===== src/hdl/b64se_pkg.sv =====
// shared types and the alphabet lookup for the base64 stream encoder
// no dependencies
package b64se_pkg;

    localparam int unsigned GROUP_CHARS = 4;
    localparam int unsigned SEXTET_W    = 6;
    localparam int unsigned CHAR_W      = 8;
    localparam int unsigned IDX_W       = $clog2(GROUP_CHARS);

    // pending count codes
    localparam logic [1:0] CNT_EMPTY = 2'd0;
    localparam logic [1:0] CNT_ONE   = 2'd1;
    localparam logic [1:0] CNT_TWO   = 2'd2;
    localparam logic [1:0] CNT_THREE = 2'd3;

    // index of the last character in a group
    localparam logic [IDX_W-1:0] LAST_OF_TWO   = 2'd1;
    localparam logic [IDX_W-1:0] LAST_OF_THREE = 2'd2;
    localparam logic [IDX_W-1:0] LAST_OF_FOUR  = 2'd3;

    // one group of sextets handed from the collector to the serializer
    typedef struct packed {
        logic                                emit;
        logic [GROUP_CHARS-1:0][SEXTET_W-1:0] sext;
        logic [IDX_W-1:0]                    last_idx;
    } grp_t;

    // serializer status seen by the top level
    typedef struct packed {
        logic busy;
        logic last_take;
    } ser_stat_t;

    // sextet to ASCII from the standard alphabet
    function automatic logic [CHAR_W-1:0] sextet_char(input logic [SEXTET_W-1:0] v);
        logic [CHAR_W-1:0] w;
        logic [CHAR_W-1:0] c;
        w = CHAR_W'(v);
        if (v < 6'd26)
            c = 8'h41 + w;
        else if (v < 6'd52)
            c = 8'h61 + (w - 8'd26);
        else if (v < 6'd62)
            c = 8'h30 + (w - 8'd52);
        else if (v == 6'd62)
            c = 8'h2b;
        else
            c = 8'h2f;
        return c;
    endfunction

endpackage


===== src/hdl/b64se_collect.sv =====
// byte collector: pending bytes, pending count and sextet formation
// depends on b64se_pkg
module b64se_collect
    import b64se_pkg::*;
(
    input  logic       clk,
    input  logic       rst_n,
    input  logic       accept,
    input  logic [7:0] data_byte,
    input  logic       final_byte,
    output grp_t       grp
);

    logic [7:0] pend0_reg;
    logic [7:0] pend1_reg;
    logic [1:0] cnt_reg;
    logic [7:0] pend0_next;
    logic [7:0] pend1_next;
    logic [1:0] cnt_next;
    logic [7:0] b0;
    logic [7:0] b1;
    logic [7:0] b2;

    // group assembly and next pending state
    always_comb
    begin
        pend0_next   = pend0_reg;
        pend1_next   = pend1_reg;
        cnt_next     = cnt_reg;
        b0           = pend0_reg;
        b1           = pend1_reg;
        b2           = data_byte;
        grp.emit     = 1'b0;
        grp.last_idx = LAST_OF_FOUR;
        unique case (cnt_reg) inside
            CNT_TWO, CNT_THREE:
            begin
                grp.emit = 1'b1;
                cnt_next = CNT_EMPTY;
            end
            CNT_ONE:
            begin
                b1 = data_byte;
                b2 = 8'h00;
                if (final_byte)
                begin
                    grp.emit     = 1'b1;
                    grp.last_idx = LAST_OF_THREE;
                    cnt_next     = CNT_EMPTY;
                end
                else
                begin
                    pend1_next = data_byte;
                    cnt_next   = CNT_TWO;
                end
            end
            default:
            begin
                b0 = data_byte;
                b1 = 8'h00;
                b2 = 8'h00;
                if (final_byte)
                begin
                    grp.emit     = 1'b1;
                    grp.last_idx = LAST_OF_TWO;
                end
                else
                begin
                    pend0_next = data_byte;
                    cnt_next   = CNT_ONE;
                end
            end
        endcase

        // split three bytes into four sextets, msb first
        grp.sext[0] = b0[7:2];
        grp.sext[1] = {b0[1:0], b1[7:4]};
        grp.sext[2] = {b1[3:0], b2[7:6]};
        grp.sext[3] = b2[5:0];
    end

    // pending count
    always_ff @(posedge clk or negedge rst_n)
    begin
        if (!rst_n)
            cnt_reg <= CNT_EMPTY;
        else if (accept)
            cnt_reg <= cnt_next;
    end

    // pending bytes
    always_ff @(posedge clk or negedge rst_n)
    begin
        if (!rst_n)
        begin
            pend0_reg <= 8'h00;
            pend1_reg <= 8'h00;
        end
        else if (accept)
        begin
            pend0_reg <= pend0_next;
            pend1_reg <= pend1_next;
        end
    end

endmodule


===== src/hdl/b64se_serial.sv =====
// group buffer and character serializer, one character per request
// depends on b64se_pkg
module b64se_serial
    import b64se_pkg::*;
(
    input  logic        clk,
    input  logic        rst_n,
    input  logic        load,
    input  grp_t        grp,
    input  logic        out_stall,
    output logic        out_valid,
    output logic [7:0]  out_char,
    output logic        run_end,
    output ser_stat_t   stat
);

    logic                                 valid_reg;
    logic [GROUP_CHARS-1:0][SEXTET_W-1:0] sext_reg;
    logic [IDX_W-1:0]                     idx_reg;
    logic [IDX_W-1:0]                     last_reg;
    logic                                 at_last;
    logic                                 take;

    assign at_last        = (idx_reg == last_reg);
    assign take           = valid_reg && !out_stall;
    assign stat.busy      = valid_reg;
    assign stat.last_take = take && at_last;

    // output from the buffered group
    assign out_valid = valid_reg;
    assign out_char  = sextet_char(sext_reg[idx_reg]);
    assign run_end   = at_last;

    // buffer occupancy and character index
    always_ff @(posedge clk or negedge rst_n)
    begin
        if (!rst_n)
        begin
            valid_reg <= 1'b0;
            idx_reg   <= '0;
        end
        else if (load)
        begin
            valid_reg <= 1'b1;
            idx_reg   <= '0;
        end
        else if (stat.last_take)
        begin
            valid_reg <= 1'b0;
        end
        else if (take)
        begin
            idx_reg <= idx_reg + 1'b1;
        end
    end

    // group payload
    always_ff @(posedge clk)
    begin
        if (load)
        begin
            sext_reg <= grp.sext;
            last_reg <= grp.last_idx;
        end
    end

endmodule


===== src/hdl/base64_stream_encoder_unit.sv =====
// top level of the unpadded base64 stream encoder
// depends on b64se_pkg, b64se_collect, b64se_serial
//
// channel | direction | fields                 | handshake
// --------+-----------+------------------------+---------------------
// in      | input     | data_byte, final_byte  | in_valid / in_stall
// out     | output    | out_char, run_end      | out_valid / out_stall
//
// a byte that completes or ends a group loads the group buffer, which then
// sends 2 to 4 characters, one per cycle while out_stall is low. bytes
// that emit nothing pass even while the buffer drains, so throughput is
// set by the one-character output port.
// reset clears the pending count and empties the group buffer.
// an emitting byte is stalled until the buffer is empty or its last
// character is being taken.
module base64_stream_encoder_unit
    import b64se_pkg::*;
(
    input  logic       clk,
    input  logic       rst_n,
    input  logic       in_valid,
    output logic       in_stall,
    input  logic [7:0] data_byte,
    input  logic       final_byte,
    output logic       out_valid,
    input  logic       out_stall,
    output logic [7:0] out_char,
    output logic       run_end
);

    grp_t      grp;
    ser_stat_t stat;
    logic      accept;

    // input request flow
    assign in_stall = grp.emit && stat.busy && !stat.last_take;
    assign accept   = in_valid && !in_stall;

    b64se_collect u_collect (
        .clk        (clk),
        .rst_n      (rst_n),
        .accept     (accept),
        .data_byte  (data_byte),
        .final_byte (final_byte),
        .grp        (grp)
    );

    b64se_serial u_serial (
        .clk       (clk),
        .rst_n     (rst_n),
        .load      (accept && grp.emit),
        .grp       (grp),
        .out_stall (out_stall),
        .out_valid (out_valid),
        .out_char  (out_char),
        .run_end   (run_end),
        .stat      (stat)
    );

endmodule


===== config.mk =====
export PLATFORM = sky130hd
export DESIGN_NAME = base64_stream_encoder_unit
export DESIGN_NICKNAME = d
export VERILOG_FILES = /design/src/hdl/b64se_pkg.sv /design/src/hdl/b64se_collect.sv /design/src/hdl/b64se_serial.sv /design/src/hdl/base64_stream_encoder_unit.sv
export SDC_FILE = /design/constraint.sdc
export NUM_CORES = 1
export LEC_CHECK = 0
export BUFFER_PORTS_ARGS = -buffer_cell sky130_fd_sc_hd__buf_2
export CAP_MARGIN = 30
export CELL_PAD_IN_SITES_DETAIL_PLACEMENT = 0
export CELL_PAD_IN_SITES_GLOBAL_PLACEMENT = 1
export CORE_ASPECT_RATIO = 1.2
export CORE_MARGIN = 4
export CORE_UTILIZATION = 30
export CTS_BUF_LIST = sky130_fd_sc_hd__clkbuf_4
export DETAILED_ROUTE_END_ITERATION = 7
export PLACE_DENSITY = 0.54
export SETUP_SLACK_MARGIN = 0.1
export SLEW_MARGIN = 5
export SYNTH_ARGS = -nofsm -noshare
export SYNTH_HDL_FRONTEND = slang
export SYNTH_HIERARCHICAL = 1
export SYNTH_SLANG_ARGS = --single-unit

===== constraint.sdc =====
create_clock -name clk -period 4 [get_ports clk]
set_clock_uncertainty 0.15 [all_clocks]
set_input_delay 0.8 -clock clk [delete_from_list [all_inputs] [get_ports clk]]
set_output_delay 0.8 -clock clk [all_outputs]
set_load 0.03 [all_outputs]

### Word-level counts from Yosys, hierarchy flattened

Index checks and enable logic that the tools add are counted.

| operators by class | value |
|---|---|
| add/subtract/negate cells | 6 |
| multiply operators | 0 |
| divide/modulo/power cells | 0 |
| magnitude comparators | 4 |
| eq/ne operators | 7 |
| shift operators | 0 |
| mux-type cells | 21 |
| bitwise gates (word level) | 2 |
| reductions and logical operators | 17 |

Operators with widths:

| operator | count |
|---|---|
| 8-bit two-way mux | 4 |
| 8-bit one-hot mux with 2 select lines | 1 |
| 6-bit binary-select mux with 2-bit select | 1 |
| 6-bit < comparator (second input constant) | 2 |
| 2-bit two-way mux | 6 |
| 6-bit by 8-bit adder with 8-bit output (first input constant) | 1 |
| 7-bit by 6-bit adder with 8-bit output (first input constant) | 1 |
| 7-bit by 8-bit adder with 8-bit output (first input constant) | 1 |
| 2-bit one-hot mux with 2 select lines | 2 |
| 6-bit by 5-bit subtractor with 7-bit output (second input constant) | 1 |
| 6-bit by 6-bit subtractor with 7-bit output (second input constant) | 1 |
| 6-bit == test (second input constant) | 1 |
| 1-bit logical AND | 6 |
| 6-bit by 5-bit < comparator with 1-bit output (second input constant) | 1 |
| 6-bit two-way mux | 1 |
| 3-bit AND reduction | 2 |
| 1-bit two-way mux | 5 |
| 2-bit == test (second input constant) | 2 |
| 2-bit AND reduction | 2 |
| 2-bit nonzero test | 2 |
| 1-bit logical NOT | 3 |
| 2-bit by 3-bit < comparator with 1-bit output (second input constant) | 1 |
| 3-bit two-way mux | 1 |
| 3-bit by 1-bit != test with 1-bit output (second input constant) | 1 |
| 7 further kinds | 8 |

| storage, ports and cells | value |
|---|---|
| register bits after elaboration | 47 |
| bits in latches | 0 |
| memory bits (writable) | 0 |
| ROM bits | 0 |
| output and inout port bits | 11 |
| logic and storage cells | 68 |
| memories kept | 0 |

### Depth between registers and ports, before layout

Gate-level depths: netlist (run 1).

| depth | value |
|---|---|
| depth after elaboration | 10 |
| depth in mapped cells | 9 |

### By module

Netlist (run 1), hierarchy kept.

Modules (own cells, without submodules):

| module | times used | cells an instance | area an instance (um^2) | seq. area each (um^2) |
|---|---|---|---|---|
| b64se_serial | 1 | 122 | 1,606.5 | 855.8 |
| b64se_collect | 1 | 72 | 937.1 | 450.4 |
| base64_stream_encoder_unit | 1 | 5 | 30.0 | 0.0 |

### Least setup slack after synthesis (run 1)

No wires, ideal clock.

| timing path | value |
|---|---|
| kind | register to output |
| start | register u_serial.idx_reg[0] |
| end | output port out_char[5] |
| arrival time | 2.602 ns |
| required time | 3.050 ns |
| setup slack | 0.448 ns |
| cell stages (with the launch flop) | 10 |
| buffers on the path | 1 |
| cells stage by stage | dfrtp_1 buf_6 mux4_2 inv_1 ha_1 nand2b_1 o221ai_1 nand4b_1 nor2_1 o21ai_2 |

| between the ends | value |
|---|---|
| cells in the longest elaborated chain, start to end | 7 |

RTL lines:

| element | line | RTL |
|---|---|---|
| start: declaration | b64se_serial.sv:19 | `logic [IDX_W-1:0] idx_reg;` |
| start signal: assignment | b64se_serial.sv:53 | `idx_reg <= idx_reg + 1'b1;` |
| 6-bit binary-select mux with 2-bit select * | b64se_serial.sv:31 | `assign out_char = sextet_char(sext_reg[idx_reg]);` |
| 6-bit two-way mux (implied by the code) * | b64se_serial.sv:31 |  |
| 6-bit by 6-bit subtractor with 7-bit output | b64se_pkg.sv:44 | `c = 8'h30 + (w - 8'd52);` |
| 6-bit by 8-bit adder with 8-bit output | b64se_pkg.sv:44 |  |
| 8-bit two-way mux | b64se_pkg.sv:43 | `else if (v < 6'd62)` |
| 8-bit two-way mux | b64se_pkg.sv:41 | `else if (v < 6'd52)` |
| 8-bit two-way mux * | b64se_pkg.sv:39 | `if (v < 6'd26)` |
| end: declaration | base64_stream_encoder_unit.sv:27 | `output logic [7:0] out_char,` |

Every way passes the cells marked *; elsewhere a longest branch is shown, timed or not. The select of a mux whose other input is x is not followed.

### Worst setup path after layout (run 1)

| timing path | value |
|---|---|
| start | register u_serial.idx_reg[0] |
| end | output port out_char[4] |

The elaborated chain is that of the path after synthesis.

==> results of run 1 <==
-- per-layer routing --
layer / wire [um] / share of wire (%) / track usage (%) / vias to the layer above
met3: 134 / 2.8 / 1.916 / 8
met2: 2435 / 50 / 17.99 / 20
li1: - / - / - / 796
met5: 0 / 0 / 0 / -
met1: 2198 / 45 / 12.28 / 744
met4: 97 / 2.0 / 4.352 / 0
-- worst paths after layout --
| path | start | end | slack [ps] | depth (start not counted) |
|---|---|---|---|---|
| min reg2reg | u_collect/pend0_reg[5] | u_collect/pend0_reg[5] | 370 | 1 |
| min in group clk | u_collect/pend0_reg[5] | u_collect/pend0_reg[5] | 370 | 1 |
| max in group asynchronous | rst_n | u_serial/idx_reg[0] | 3100 | 1 |
| max reg2reg | u_serial/idx_reg[0] | u_collect/pend0_reg[1] | 1140 | 7 |
| min | rst_n | u_serial/out_valid | 240 | 1 |
| max | u_serial/idx_reg[0] | out_char[4] | 300 | 9 |
-- area by class of cell --
cell class	count	area (um2)
well taps	114	142.6
repair buffers	35	207.7
fillers	842	5309
inverters	10	37.54
clock buffers	5	37.54
flip-flops and latches	47	1308
clock inverters	3	15.01
multi-input cells	133	1186
-- cells by family (layout without fill, tap and decap cells) --
logic type	count (synthesis)	count (layout)	synth area share [%]
compound gates	31	31	9.529
xor+xnor	9	9	3.063
fa+ha+maj	8	8	3.889
buf+inv	19	53	3.549
flops	47	47	50.75
mux	35	35	17.99
simple gates	50	50	11.23
-- critical path, delay by kind of cell, from the launching register on --
kind	cells	cell delay (ps)
compound gates	1	170
fa+ha+maj	1	200
simple gates	2	390
flops	1	480
mux	1	590
xor+xnor	1	180
buf+inv	3	400
-- power by group through the flow --
stage / sequential [W] / combinational [W] / clock [W]
2_1_floorplan: 0.000780 / 0.00120 / 0
3_3_place_gp: 0.000832 / 0.00150 / 0
3_5_place_dp: 0.000837 / 0.00149 / 0
4_1_cts: 0.000826 / 0.00150 / 0.000219
5_1_grt: 0.000843 / 0.00170 / 0.000236
6_report: 0.000819 / 0.00155 / 0.000208
-- metrics by stage --
| step | hold WS [ps] | setup WS [ps] | instances | total power, W | util (%) |
|---|---|---|---|---|---|
| 6_report | 243.8 | 296.6 | 347 | 0.002578 | 35.60 |
| 5_1_grt | 255.9 | 104.6 | 347 | 0.002782 | 35.60 |
| 4_1_cts | 251.4 | 134.9 | 340 | 0.002545 | 34.93 |
| 3_5_place_dp | 342.5 | 382.4 | 332 | 0.002325 | 34.20 |
| 3_3_place_gp | 336.3 | 459.2 | 332 | 0.002328 | 34.20 |
| 2_1_floorplan | 326.7 | 447.8 | 199 | 0.001983 | - |
-- cells in the final DEF, fill, tap and decap left out, types with 6 or more instances in the layout --
master	instances
edfxtp_1	26
and2_1	10
inv_1	9
buf_2	22
dfrtp_1	20
xor2_1	6
mux2_2	24
ha_1	8
a22o_1	8
nand2_1	11
nor2_1	11
buf_4	13
-- what timing repair did --
action,4_1_cts,5_1_grt
buffers inserted,0,7
endpoints found under the setup margin,3,4
gates resized for setup,2,3
hold endpoints to repair,0,0
==> flow_summary_export.csv, run 1 <==
group,metric,value,unit
layout,antennaDiodeCount,0,
die,die_h,109.5,um
placement,hpwl,3621,um
routing,drt-pass1-iter-count,4,
clocking,htreeDepth,2,
clocking,numCtsBuffers,5,
critical_path,cp_slowest_cell,"mux4_1",
pwr,seq_power_share,31.8,%
die,dieWidth,92.56,um
critical_path,path_class,"reg2out",
critical_path,path_cells,"mux4_1, inv_1, ha_1, inv_1, and2_1, nand3b_1, xor2_1, o221ai_1, buf_4",
clocking,cts-root-buf,"clkbuf_4",
global_route,grt_pass1_vias,1620,
sta,tightest_slew,715.5,ps
layout,final_area,0.002934,mm2
sta,rsz0062_at_grt,"false",
pwr,internal_power,0.001444,W
pwr,p_switching,0.001134,W
synthesis,synth_warnings,6,
global_route,overflow,0,
synthesis,ys_ff_latch,47,
die,rows,36,
layout,syn2layout_area_growth,14.00,%
clocking,cts.sinks,47,
layout,layout-drive-gt1-share,35.62,%
synthesis,synth_top_area_share,30.34,%
synthesis,async_flop_share,44.68,%
synthesis,syn_area,0.002574,mm2
die,pin_count,24,
placement,gp_congestion,0.7408,
pwr,power_leakage,1.197,nW
sta,max_slew_margin,52.20,%
pwr,swShare,44.00,%
routing,drc_errors,0,
synthesis,synthMostInstantiatedCell,"edfxtp_1",
pwr,power_density,878.7,mW/mm2
placement,place_area,0.002819,mm2
sta,fin_crit_sh,92.59,%
synthesis,synth_seq_area_share,50.75,%
sta,finalSetupViolCount,0,
placement,io_buffers,23,
synthesis,synthDistinctLibCells,46,
critical_path,critPathMaxStageDelay,590,ps
pwr,vdd_drop_max,213.2,uV
global_route,grt_max_degree,30,
synthesis,synthesis.nets,220,
sta,fin_crit,3703,ps
flow_run,cap_violations,0,
synthesis,synth.avg_cell_area,12.93,um2
critical_path,end_kind,"primary output",
synthesis,synth_area_leaders,"edfxtp_1 30%, dfrtp_1 20%, mux2_2 11%",
clocking,insertion_delay,350,ps
critical_path,critPathMaxFanout,7,
hold_path,hp-class,"in2async",
critical_path,required,3050,ps
global_route,grt_pass1_wl,8052,um
routing,routed_wl,4865,um
critical_path,arrival,2750,ps
synthesis,yosysTopAreaCell,"edfxtp_1",
layout,largest_register_ffs,24,
pwr,pwr-share-comb,60.2,%
layout,nets,253,
clocking,ctsHoldBuffers,0,
sta,drv_slew,0,
die,start_util,31.22,%
critical_path,cp_common_cell,"inv_1",
clocking,clk_pin_slew_worst_paths,130,ps
synthesis,synth_common_cells,"26 x edfxtp_1, 24 x mux2_2, 21 x dfrtp_1",
die,core_area,0.008243,mm2
sta,finalSetupTns,0,ps
synthesis,synth_flop_cell,"edfxtp_1",
synthesis,synth_edf_count,26,
routing,via_per_inst,4.519,
synthesis,syn_inst,199,
routing,ant_nets,0,
global_route,grt_antenna_before_repair,0,
global_route,globalRouteTotalUtil,10.24,%
clocking,cts_buffer_depth,2,
routing,vias,1568,
outcome,status,"finished clean",
critical_path,cp-start-kind,"flip-flop",
sta,hold_viol,0,
routing,first_iter_violations,32,
sta,fmax,270.0,MHz
clocking,tritoncts,"yes",
pwr,clkPwrFrac,8.1,%
routing,wl_per_cell,14.02,um
die,dieArea,0.01013,mm2
Note: power is estimated with default switching activity, not from simulation.
==> run 2, diff against run 1 <==
CORE_MARGIN = 2   (was 4)
RECOVER_POWER = 100   (was unset)
==> flow_summary_export.csv, run 2 (same netlist as run 1, synthesis figures left out) <==
group,metric,value,unit
global_route,globalRouteTotalUtil,10.89,%
critical_path,r2r_slack,640,ps
critical_path,required,3050,ps
critical_path,startpoint,"u_serial/idx_reg[0]",
sta,max_slew_margin,2.435,%
clocking,tritoncts,"yes",
sta,tightest_slew,1463,ps
sta,finalSetupTns,0,ps
sta,fin_crit,3799,ps
die,dieArea,0.009339,mm2
global_route,grt_max_degree,30,
die,die_h,105.5,um
clocking,clk_pin_slew_worst_paths,130,ps
critical_path,critPathMaxFanout,9,
die,start_util,30.38,%
layout,antennaDiodeCount,0,
placement,gp_congestion,0.7546,
routing,wl_per_cell,13.62,um
clocking,cts_buffer_depth,2,
routing,vias,1563,
routing,ant_nets,0,
routing,routedLengthMet1,2167,um
hold_path,holdPathEnd,"u_collect/pend0_reg[5]",
layout,final_core_util,34.53,%
die,core_area,0.008472,mm2
critical_path,reg2reg_depth,8,
outcome,status,"finished clean",
layout,syn2layout_area_growth,13.66,%
routing,wl_met3,114,um
die,rows,37,
routing,met2_wirelength,2369,um
die,dieWidth,88.56,um
routing,top_layer_used,"met4",
clocking,htreeDepth,2,
critical_path,reg2reg_to,"u_collect/pend0_reg[1]",
global_route,grt_pass1_vias,1532,
sta,fmax,263.3,MHz
global_route,grt_antenna_before_repair,0,
critical_path,cp-start-kind,"flip-flop",
hold_path,hp-class,"reg2reg",
critical_path,arrival,2850,ps
hold_path,hold_depth,1,
sta,drv_slew,0,
clocking,cts.sinks,47,
routing,first_iter_violations,40,
sta,hold_viol,0,
critical_path,path_class,"reg2out",
clocking,ctsHoldBuffers,0,
critical_path,r2r_start,"u_serial/idx_reg[0]",
layout,largest_register_ffs,24,
global_route,overflow,0,
sta,fin_crit_sh,94.96,%
layout,final_cell_mix,"26 x edfxtp_1, 21 x mux2_2, 19 x dfrtp_1",
layout,nets,249,
sta,finalSetupViolCount,0,
routing,via_per_inst,4.517,
sta,rsz0062_at_grt,"false",
die,pin_count,24,
layout,final_common_cell,"edfxtp_1",
clocking,cts-root-buf,"clkbuf_4",
layout,layout-drive-gt1-share,29.26,%
critical_path,end_kind,"primary output",
placement,hpwl,3555,um
routing,drc_errors,0,
hold_path,min_from,"u_collect/pend0_reg[5]",
routing,drt-pass1-iter-count,4,
layout,fillCellCount,873,
global_route,grt_pass1_wl,7817,um
clocking,numCtsBuffers,5,
routing,routed_wl,4714,um
flow_run,cap_violations,0,
clocking,insertion_delay,350,ps
placement,io_buffers,23,
-- run 2: cell types whose count changed in the layout (fill, tap and decap cells not counted), sizes merged --
cell and change:
buf -18, bufinv +2, clkbuf +15, clkinv -3
-- run 2: metrics by stage --
step | cell area [um2] | setup slack (ps) | instances | hold WS (ps)
2_1_floorplan | 2574 | 447.8 | 199 | 326.7
3_3_place_gp | 2815 | 443.2 | 334 | 336.4
3_5_place_dp | 2815 | 392.2 | 334 | 342.5
4_1_cts | 2928 | 162.3 | 342 | 250.9
5_1_grt | 2925 | 54.12 | 346 | 387.2
6_report | 2925 | 201.5 | 346 | 366.0
-- run 2: timing repair --
item / CTS / global route
pin swaps: 0 / 0
setup buffers: 0 / 4
endpoints found under the setup margin: 3 / 4
gates resized for setup: 2 / 3
-- run 2: how the worst max path moves through the flow --
stage	slack (ps)	to	cells after the start
after detailed placement	390	out_char[4]	9
after CTS	160	out_char[4]	9
after global placement	440	out_char[4]	9
after floorplan	450	out_char[5]	9
after global routing	50	out_char[4]	9
final	200	out_char[4]	9
-- run 2: layer usage --
metal | up-vias | GRT usage [%]
met5 | - | 0
met4 | 0 | 4.221
met3 | 4 | 1.644
met2 | 27 | 17.99
met1 | 742 | 14.18
li1 | 790 | -
-- run 2: layout make-up --
cell class                      count  area [um2]  area share, %
Clock buffer                        6       45.04          1.540
Tap cell                          117       146.4          5.004
Timing Repair Buffer               31       155.1          5.304
Sequential cell                    47        1309          44.74
Clock inverter                      2       60.06          2.053
Inverter                           10       37.54          1.283
Multi-Input combinational cell    133        1172          40.08
-- run 2: critical path: stages, from the launching register on --
cell and delay, ps:
dfrtp_2 460, clkbuf_1 150, mux4_2 630, ha_1 300, inv_1 90, o221ai_2 140, xor2_1 180, xor2_1 160
o221ai_1 160, clkbuf_2 230
Power of run 2 is not shown: default switching activity piles up to over one toggle a cycle in this logic, so the estimate is an artifact.
